<file path="config.mk">
export PLATFORM = sky130hd
export DESIGN_NAME = overtemp_monitor_with_trip_window
export DESIGN_NICKNAME = d
export VERILOG_FILES = /design/src/rtl/core/omtw_pkg.sv /design/src/rtl/core/overtemp_monitor_with_trip_window.sv /design/src/rtl/core/omtw_cfg_regs.sv /design/src/rtl/core/omtw_tick_core.sv
export VERILOG_INCLUDE_DIRS = /design/src /design/src/rtl/core
export SDC_FILE = /design/constraint.sdc
export NUM_CORES = 1
export LEC_CHECK = 0
export ABC_AREA = 1
export BUFFER_PORTS_ARGS = -buffer_cell sky130_fd_sc_hd__buf_2
export CORE_ASPECT_RATIO = 1.25
export CORE_MARGIN = 2
export CORE_UTILIZATION = 42
export DETAILED_ROUTE_END_ITERATION = 16
export SYNTH_ARGS = -nofsm -noshare
export SYNTH_HDL_FRONTEND = slang
export SYNTH_HIERARCHICAL = 1
export SYNTH_SLANG_ARGS = --single-unit
</file>
<file path="constraint.sdc">
create_clock -name clk -period 6.6 [get_ports clk]
set_input_delay 0.33 -clock clk [delete_from_list [all_inputs] [get_ports clk]]
set_output_delay 0.33 -clock clk [all_outputs]
set_load 0.01 [all_outputs]
</file>
<file path="src/rtl/core/assert_macros.svh">
// Assertion macros shared by the monitor RTL; they compile away under synthesis.
`ifndef ASSERT_MACROS_SVH
`define ASSERT_MACROS_SVH

`ifndef SYNTHESIS
// Checks a property at every rising clock edge outside reset.
`define ASSERT_PROP(lbl, clk, rst_n, prop) \
	lbl: assert property (@(posedge clk) disable iff (!(rst_n)) (prop)) \
		else $error("assertion failed");
// Checks that a condition never holds outside reset.
`define ASSERT_NEVER(lbl, clk, rst_n, cond) \
	`ASSERT_PROP(lbl, clk, rst_n, !(cond))
`else
`define ASSERT_PROP(lbl, clk, rst_n, prop)
`define ASSERT_NEVER(lbl, clk, rst_n, cond)
`endif

`endif

</file>
<file path="src/rtl/core/omtw_pkg.sv">
// Types and constants shared by the over-temperature monitor modules.
`timescale 1ns / 1ps

package omtw_pkg;

	// Temperature in signed 1/16 degree C units.
	typedef logic signed [11:0] temp_t;
	typedef logic [15:0] ticks_t;

	// Sensor code that means the conversion gave no response.
	localparam temp_t NO_READING = -12'sd2032;

	// Configuration register indexes.
	localparam logic [2:0] CFG_WARN_LEVEL        = 3'd0;
	localparam logic [2:0] CFG_TRIP_LEVEL        = 3'd1;
	localparam logic [2:0] CFG_CONVERSION_TICKS  = 3'd2;
	localparam logic [2:0] CFG_TRIP_WINDOW_TICKS = 3'd3;
	localparam logic [2:0] CFG_SENSOR_PRESENT    = 3'd4;

	// Reset values of the configuration registers.
	localparam temp_t  WARN_LEVEL_RST        = 12'sd960;
	localparam temp_t  TRIP_LEVEL_RST        = 12'sd1280;
	localparam ticks_t CONVERSION_TICKS_RST  = 16'd750;
	localparam ticks_t TRIP_WINDOW_TICKS_RST = 16'd10000;

	// Current configuration, from the register file to the tick logic.
	typedef struct packed {
		temp_t  warn_level;
		temp_t  trip_level;
		ticks_t conversion_ticks;
		ticks_t trip_window_ticks;
		logic   sensor_present;
	} cfg_t;

	// One result word.
	typedef struct packed {
		logic  request_conversion;
		logic  no_response;
		temp_t temperature;
		logic  warning;
		logic  error;
		logic  display_refresh;
	} result_t;

endpackage

</file>
<file path="src/rtl/core/overtemp_monitor_with_trip_window.sv">
// Top level of the over-temperature monitor with trip window.
//
//   channel   direction  handshake            payload
//   in        sink       in_valid / in_stall  reading
//   out       source     out_valid / out_stall request_conversion .. display_refresh
//   cfg       sink       cfg_valid / cfg_ready cfg_index, cfg_data
//
// One tick word is taken every cycle while in_stall is low; each tick waits in the input
// register until the result register can load, and its result word is then loaded there.
// The throughput is set by the combinational state update between the two registers.
// A stalled result holds in the result register while the input register still
// takes a word; in_stall rises only when both registers are full and out is stalled.
// Reset clears the valid flags and the tick state and loads the register defaults; no clearing pass.
`timescale 1ns / 1ps
`include "assert_macros.svh"

module overtemp_monitor_with_trip_window #(
	parameter int unsigned RETRY_LIMIT = 3
) (
	input  logic            clk,
	input  logic            arst_n,
	input  logic            in_valid,
	output logic            in_stall,
	input  omtw_pkg::temp_t reading,
	output logic            out_valid,
	input  logic            out_stall,
	output logic            request_conversion,
	output logic            no_response,
	output omtw_pkg::temp_t temperature,
	output logic            warning,
	output logic            error,
	output logic            display_refresh,
	input  logic            cfg_valid,
	output logic            cfg_ready,
	input  logic [2:0]      cfg_index,
	input  logic [15:0]     cfg_data
);
	import omtw_pkg::*;

	cfg_t    cfg;
	logic    valid_s1;
	temp_t   reading_s1;
	logic    out_free;
	logic    adv_s1;
	logic    in_take;
	result_t res_next;
	logic    out_valid_q;
	result_t res_q;

	// Configuration is always accepted.
	assign cfg_ready = 1'b1;

	omtw_cfg_regs u_cfg (
		.clk      (clk),
		.arst_n   (arst_n),
		.wr_en    (cfg_valid && cfg_ready),
		.wr_index (cfg_index),
		.wr_data  (cfg_data),
		.cfg      (cfg)
	);

	// Handshake: the input register moves on whenever the result register can load.
	assign out_free = !out_valid_q || !out_stall;
	assign adv_s1   = valid_s1 && out_free;
	assign in_stall = valid_s1 && !out_free;
	assign in_take  = in_valid && !in_stall;

	// Input register.
	always_ff @(posedge clk or negedge arst_n) begin
		if (!arst_n) begin
			valid_s1 <= 1'b0;
		end else if (out_free || !valid_s1) begin
			valid_s1 <= in_valid;
		end
	end

	always_ff @(posedge clk) begin
		if (in_take) begin
			reading_s1 <= reading;
		end
	end

	omtw_tick_core #(
		.RETRY_LIMIT (RETRY_LIMIT)
	) u_core (
		.clk     (clk),
		.arst_n  (arst_n),
		.step    (adv_s1),
		.reading (reading_s1),
		.cfg     (cfg),
		.result  (res_next)
	);

	// Result register.
	always_ff @(posedge clk or negedge arst_n) begin
		if (!arst_n) begin
			out_valid_q <= 1'b0;
		end else if (out_free) begin
			out_valid_q <= valid_s1;
		end
	end

	always_ff @(posedge clk) begin
		if (adv_s1) begin
			res_q <= res_next;
		end
	end

	assign out_valid          = out_valid_q;
	assign request_conversion = res_q.request_conversion;
	assign no_response        = res_q.no_response;
	assign temperature        = res_q.temperature;
	assign warning            = res_q.warning;
	assign error              = res_q.error;
	assign display_refresh    = res_q.display_refresh;

	// Checks on the tick logic and the handshake.
	`ASSERT_PROP(a_nores_is_sample, clk, arst_n, out_valid && no_response |-> request_conversion)
	`ASSERT_PROP(a_refresh_is_sample, clk, arst_n, out_valid && display_refresh |-> request_conversion)
	`ASSERT_PROP(a_error_needs_warn, clk, arst_n, out_valid && error |-> warning)
	`ASSERT_NEVER(a_stall_when_empty, clk, arst_n, in_stall && !(valid_s1 && out_valid_q))

endmodule

</file>
<file path="src/rtl/core/omtw_cfg_regs.sv">
// Configuration register file of the over-temperature monitor.
`timescale 1ns / 1ps

module omtw_cfg_regs (
	input  logic          clk,
	input  logic          arst_n,
	input  logic          wr_en,
	input  logic [2:0]    wr_index,
	input  logic [15:0]   wr_data,
	output omtw_pkg::cfg_t cfg
);
	import omtw_pkg::*;

	cfg_t cfg_q;

	// Register writes; an index beyond the list is ignored.
	always_ff @(posedge clk or negedge arst_n) begin
		if (!arst_n) begin
			cfg_q.warn_level        <= WARN_LEVEL_RST;
			cfg_q.trip_level        <= TRIP_LEVEL_RST;
			cfg_q.conversion_ticks  <= CONVERSION_TICKS_RST;
			cfg_q.trip_window_ticks <= TRIP_WINDOW_TICKS_RST;
			cfg_q.sensor_present    <= 1'b1;
		end else if (wr_en) begin
			case (wr_index)
				CFG_WARN_LEVEL: begin
					cfg_q.warn_level <= wr_data[11:0];
				end
				CFG_TRIP_LEVEL: begin
					cfg_q.trip_level <= wr_data[11:0];
				end
				CFG_CONVERSION_TICKS: begin
					cfg_q.conversion_ticks <= wr_data;
				end
				CFG_TRIP_WINDOW_TICKS: begin
					cfg_q.trip_window_ticks <= wr_data;
				end
				CFG_SENSOR_PRESENT: begin
					cfg_q.sensor_present <= wr_data[0];
				end
				default: begin
				end
			endcase
		end
	end

	assign cfg = cfg_q;

endmodule

</file>
<file path="src/rtl/core/omtw_tick_core.sv">
// Per-tick state update: conversion timing, retries, thresholds and trip window.
`timescale 1ns / 1ps

module omtw_tick_core #(
	parameter int unsigned RETRY_LIMIT = 3
) (
	input  logic              clk,
	input  logic              arst_n,
	input  logic              step,
	input  omtw_pkg::temp_t   reading,
	input  omtw_pkg::cfg_t    cfg,
	output omtw_pkg::result_t result
);
	import omtw_pkg::*;

	localparam logic [1:0] RETRY_RST = 2'(RETRY_LIMIT);

	ticks_t     wait_q, wait_n;
	logic [1:0] retries_q, retries_n;
	temp_t      temp_q, temp_n;
	logic       warn_q, warn_n;
	logic       err_q, err_n;
	logic       armed_q, armed_n;
	ticks_t     wcount_q, wcount_n;
	logic       sample;
	logic       req;
	logic       nores;
	logic       refresh;

	// Next state for the tick held in the input register.
	always_comb begin
		wait_n    = wait_q;
		retries_n = retries_q;
		temp_n    = temp_q;
		warn_n    = warn_q;
		err_n     = err_q;
		armed_n   = armed_q;
		wcount_n  = wcount_q;
		sample    = 1'b0;
		req       = 1'b0;
		nores     = 1'b0;
		refresh   = 1'b0;
		if (cfg.sensor_present) begin
			// Conversion wait and retry handling.
			if (wait_q >= cfg.conversion_ticks) begin
				if (reading == NO_READING && retries_q != 2'd0) begin
					retries_n = retries_q - 2'd1;
					wait_n    = '0;
				end else begin
					if (reading == NO_READING) begin
						nores = 1'b1;
					end else begin
						temp_n = reading;
					end
					sample = 1'b1;
				end
			end else begin
				wait_n = wait_q + 16'd1;
			end

			// Threshold check on a completed sample.
			if (sample) begin
				retries_n = RETRY_RST;
				wait_n    = '0;
				req       = 1'b1;
				if (temp_n <= cfg.warn_level) begin
					warn_n   = 1'b0;
					refresh  = err_q;
					err_n    = 1'b0;
					armed_n  = 1'b0;
					wcount_n = '0;
				end else begin
					warn_n = 1'b1;
					if (temp_n > cfg.trip_level && !err_q) begin
						if (!armed_q) begin
							armed_n  = 1'b1;
							wcount_n = '0;
						end else if (wcount_q >= cfg.trip_window_ticks) begin
							err_n   = 1'b1;
							refresh = 1'b1;
						end
					end else if (temp_n <= cfg.trip_level && err_q) begin
						armed_n  = 1'b0;
						wcount_n = '0;
						err_n    = 1'b0;
						refresh  = 1'b1;
					end
				end
			end

			// Window count runs while armed and saturates.
			if (armed_q && armed_n && wcount_n != 16'hFFFF) begin
				wcount_n = wcount_n + 16'd1;
			end
		end
	end

	// State registers advance once per tick word.
	always_ff @(posedge clk or negedge arst_n) begin
		if (!arst_n) begin
			wait_q    <= '0;
			retries_q <= RETRY_RST;
			temp_q    <= NO_READING;
			warn_q    <= 1'b0;
			err_q     <= 1'b0;
			armed_q   <= 1'b0;
			wcount_q  <= '0;
		end else if (step) begin
			wait_q    <= wait_n;
			retries_q <= retries_n;
			temp_q    <= temp_n;
			warn_q    <= warn_n;
			err_q     <= err_n;
			armed_q   <= armed_n;
			wcount_q  <= wcount_n;
		end
	end

	assign result.request_conversion = req;
	assign result.no_response        = nores;
	assign result.temperature        = temp_n;
	assign result.warning            = warn_n;
	assign result.error              = err_n;
	assign result.display_refresh    = refresh;

endmodule

</file>
Word-level counts from Yosys, hierarchy flattened
Index checks and enable logic that the tools add are counted.
W data, S select, Z words.
- add/sub/neg operators: 3
- magnitude comparators: 5
- equal/unequal tests: 7
- muxes and demuxes: 43
- bitwise logic cells: 2
- reductions and logical operators: 30
- operators by type and width (kind ; number):
    $mux W16 ; 10
    $mux W12 ; 5
    $add A16 B1 Y16 const B ; 2
    $ge A16 B16 Y1 ; 2
    $mux W1 ; 25
    $le A12 B12 Y1 ; 2
    $ne A16 B16 Y1 const B ; 1
    $reduce_and A2 Y1 ; 7
    $eq A12 B12 Y1 const B ; 1
    $gt A12 B12 Y1 ; 1
    $logic_and A1 B1 Y1 ; 8
    $eq A3 B2 Y1 const B ; 2
    $logic_not A1 Y1 ; 6
    $mux W2 ; 3
    $reduce_bool A2 Y1 ; 3
    $reduce_and A4 Y1 ; 1
    $eq A3 B1 Y1 const B ; 1
    $eq A3 B3 Y1 const B ; 1
    $logic_not A3 Y1 ; 1
    $ne A3 B3 Y1 const B ; 1
    $reduce_and A3 Y1 ; 1
    $reduce_or A3 Y1 ; 1
    $logic_or A1 B1 Y1 ; 2
    $not A1 Y1 ; 2
    $sub A2 B1 Y2 const B ; 1
- bits in registers: 137
- output and inout bits: 20
- logic and storage cells: 111

Logic depth before layout (Yosys ltp)
- depth in word-level cells: 15
- depth in mapped cells: 42

Cells and area by module
The synthesis kept the hierarchy.
- by module, submodules not included (module ; instances ; cells an instance ; area an instance (µm²)):
    omtw_tick_core ; 1 ; 690 ; 4606.9
    omtw_cfg_regs ; 1 ; 259 ; 2307.2
    overtemp_monitor_with_trip_window ; 1 ; 43 ; 977.2

Worst setup path before layout
OpenSTA, ideal clock, no wires.
- path kind: register to register
- from: register u_cfg.cfg_q (netlist bit u_cfg/cfg[20])
- to: register u_core.wcount_q[0]
- setup time: 0.123 ns
- arrival time: 4.503 ns
- data required time: 6.477 ns
- slack: 1.974 ns
- stages on the path, launching flop included: 37
- cell sequence: dfstp_2 > inv_1 > ha_1 > a21oi_1 > o21ai_0 > nand2_1 > o211ai_1 > nand2_1 > nand3_2 > nand2_1 > clkbuf_1 > mux2i_1 > inv_1 > ha_1 > nand2_1 > nor2_1 > and2_1 > nand2_1 > nand3_1 > nand2_1 > nand3_2 > a21oi_2 > nand2_2 > nand2_4 > buf_6 > nand2_1 > inv_1 > ha_1 > inv_1 > nor2_2 > nand2_1 > inv_1 > nand2_1 > nand2_1 > nor2_4 > o21ai_0 > nand2_1
- word-level cells in the longest chain between the ends: 13
- elaborated cells on any way between the ends: 25
- classes of those cells: 1 x add/sub; 4 x order compare; 1 x eq/ne; 15 x mux; 4 x reduce/logical
- ends and longest elaborated chain (element ; line ; source):
    from (decl) ; omtw_cfg_regs.sv:14 ; cfg_t cfg_q;
    $ge A16 B16 Y1 * ; omtw_tick_core.sv:45 ; if (wait_q >= cfg.conversion_ticks) begin
    branches (longest 11 deep; another with $add A16 B1 Y16) ; -- ;
    $mux W16 * ; omtw_tick_core.sv:92 ; if (armed_q && armed_n && wcount_n != 16'hFFFF) begin
    to (signal assigned) ; omtw_tick_core.sv:115 ; wcount_q <= wcount_n;
    to (decl) ; omtw_tick_core.sv:24 ; ticks_t wcount_q, wcount_n;
Every way passes the cells marked *. The select of a mux whose other input is x is not followed.
A chain may end at the register's enable or synchronous reset.

Worst setup path after layout
- from: register u_cfg.cfg_q (netlist bit u_cfg/cfg[20])
- to: register u_core.wcount_q[14]
Same word-level chain as after synthesis.

==> flow_summary_export.csv <==
group,metric,value,unit
timing,tightest_slew,1.08,ns
clock_network,htreeDepth,4,
timing,period_share,83.7,%
timing,relSlewSlack,27.8,%
worst_hold_path,hold_class,"input pin to flip-flop",
synth,syn-cell-area,7890,um2
synth,synth-edff-count,29,
global_routing,track_usage,19.0,%
clock_network,clk_latency,0.43,ns
power_and_ir_drop,p_leak,4.77,nW
flow_run,drv_cap,0,
worst_setup_path,crit_required,6.91,ns
floorplanning,rows,56,
synth,syn_nets,1088,
synth,async_flop_share,78.8,%
synth,postSynthAreaPerCell,7.95,um2
power_and_ir_drop,total_power,2.98,mW
route,vias,6332,
final_layout,stdcell_area,8940,um2
place,portBuffers,54,
route,first_pass_iters,5,
worst_setup_path,cpMostUsedCell,"nand2_1",
floorplanning,die_area,19900,um2
worst_setup_path,critPathLaunchType,"flip-flop",
floorplanning,initial_core_util,42.5,%
final_layout,fin_cells,1283,
worst_setup_path,arrival,5.83,ns
synth,synth_warnings,6,
power_and_ir_drop,peakVddDrop,0.204,mV
route,drc_errors,0,
final_layout,insertedDiodeCount,0,
timing,fin_crit,5.52,ns
place,routabilityCongestion,0.866,
place,hpwlAfterDp,13.3,mm
global_routing,grt_start_max_net_pins,68,
floorplanning,die_y,157,um
worst_setup_path,slowest_stage,"nor2_2",
power_and_ir_drop,power_density,333,nW/um2
worst_setup_path,cp_max_fo,21,
place,place_area,8300,um2
synth,syn_inst,992,
synth,ys_types,41,
synth,synthFlopType,"dfrtp_1",
global_routing,gr-total-overflow,0,
timing,finalSetupViolCount,0,
global_routing,grt_pass1_vias,6103,
clock_network,cts_root_buf,"clkbuf_16",
clock_network,cts_setup_buffers,0,
floorplanning,fp.dieW,127,um
final_layout,drive_gt1_share,12.7,%
synth,ys_seq_elements,137,
worst_setup_path,critPathMaxStageDelay,0.62,ns
final_layout,synthToLayoutAreaGrowth,13.3,%
final_layout,fin_nets,1134,
clock_network,cts.sinks,137,
timing,finalClockSkew,0.0123,ns
worst_setup_path,worst-setup-path-type,"flip-flop to flip-flop",
synth,ys_seq_area_share,45.6,%
floorplanning,ios,56,
worst_setup_path,endpoint_kind,"flip-flop",
timing,rsz0062_at_grt,"no",
route,antenna_left,0,
clock_network,cts_buffers,17,
route,drt_iter0_drc,314,
global_routing,grt_pass1_wl,29.8,mm
clock_network,path_clk_slew,0.06,ns
global_routing,antenna_found_initial,0,
status,status,"completed",
clock_network,clock_path_buffers,2,
final_layout,nFillCells,1801,
route,drt-vias-per-instance,4.94,
route,wirelength,18.0,mm
timing,finalSetupTns,0,ns
place,dpl.cell_count,1250,
final_layout,fin_util,48.2,%
route,wl_per_cell,14.0,um
timing,max_freq,0.181,GHz
floorplanning,core_area,18600,um2
clock_network,cts_tree,"built",
timing,finalMaxSlewViolations,0,
timing,finalHoldViolations,0,
[synthesized netlist by cell type, drive strengths merged (3+ instances only)]
| cell type | n | share of area [%] |
|---|---|---|
| a21oi | 36 | 2.3 |
| a22oi | 3 | 0.29 |
| buf | 25 | 2.1 |
| clkbuf | 7 | 0.33 |
| dfrtp | 85 | 27 |
| dfstp | 23 | 7.7 |
| edfxtp | 29 | 11 |
| ha | 60 | 9.5 |
| inv | 164 | 7.8 |
| mux2i | 6 | 0.76 |
| nand2 | 317 | 15 |
| nand3 | 93 | 6.2 |
| nand4 | 16 | 1.3 |
| nor2 | 54 | 3.1 |
| nor3 | 10 | 0.63 |
| nor4 | 4 | 0.32 |
| o21ai | 44 | 2.8 |
[area by class of cell]
cell class              instances  area, um2  area share (%)
flip-flops and latches        137       3600            40.3
multi-input cells             659       3490            39.0
inverters                     164        616            6.88
clock buffers                  19        433            4.84
repair buffers                 59        313            3.50
well taps                     232        290            3.25
clock inverters                13        201            2.25
[path summary, 6_finish.rpt]
check,from,endpoint,slack [ns],depth (start not counted)
min in group asynchronous,arst_n,u_core/temp_q[2],0.44,2
max,u_cfg/cfg[20],u_core/wcount_q[14],1.08,35
max reg2reg,u_cfg/cfg[20],u_core/wcount_q[14],1.08,35
min reg2reg,u_cfg/cfg[23],u_cfg/cfg[23],0.46,2
max in group asynchronous,arst_n,u_cfg/cfg[16],4.90,3
min,reading[7],reading_s1[7],0.08,1
[registers in the layout (all words and copies together), names as in the netlist, 2 cells and up]
signal,flops
u_cfg/cfg,57
u_core/wait_q,16
u_core/wcount_q,16
reading_s1,12
temperature,12
u_core/temp_q,12
u_core/retries_q,2
[placed cells by master (no fill, tap or decap), types with 3 or more instances in the layout]
cell type and instances:
nand3_2 5, nor2_2 5, mux2i_1 6, edfxtp_1 29, nor3_1 10, bufinv_16 5
nand2_2 4, nand4_1 16, inv_1 162, clkinv_4 3, nor4_1 4, nand2_1 312
ha_1 60, dfstp_2 23, buf_4 5, a21oi_1 34, nand3_1 88, dfrtp_1 85
clkbuf_16 17, buf_2 53, o21ai_0 44, nor2_4 4, a22oi_1 3, nor2_1 45
[report_power, final]
group	internal (mW)	total, mW	switching, mW
sequential	1.05	1.14	0.0961
clock	0.667	1.03	0.360
combinational	0.292	0.806	0.513
[what timing repair did]
action | CTS | global route
gates resized for setup | 0 | 0
hold buffers | 1 | 0
hold endpoints to repair | 37 | 0
[per-stage QoR]
| step | hold slack (ns) | setup WS, ns |
|---|---|---|
| 3_3_place_gp | 0.364 | 1.17 |
| 3_5_place_dp | 0.364 | 1.06 |
| 6_report | 0.0756 | 1.08 |
| 4_1_cts | 0.0659 | 1.06 |
| 5_1_grt | 0.0625 | 0.523 |
| 2_1_floorplan | 0.0344 | 1.97 |
[cell families after synthesis]
family                     Yosys count  share of synthesized area [%]
adders and majority gates           60                           9.51
other                                1                         0.0475
buffers and inverters              196                           10.2
AOI/OAI and AO/OA                   90                           6.17
muxes                                7                          0.904
xor gates and xnor gates             3                          0.333
DFF                                137                           45.6
and+or+nand+nor                    498                           27.2
[metal layers]
metal  global-route usage [%]  part of all wire [%]  vias up
li1                         -                     -     3267
met1                     22.2                    44     2885
met2                     33.1                    49      141
met3                     3.57                   3.6       39
met4                     9.94                   3.7        0
met5                        0                     0        -
[critical path, delay by kind of cell, from the launching register on]
kind            cells  cell delay (ns)
compound gates      4             0.55
flops               1             0.53
buf+inv             5             0.36
fa+ha+maj           3             0.89
simple gates       23             3.07
(Power assumes the default switching activity.)
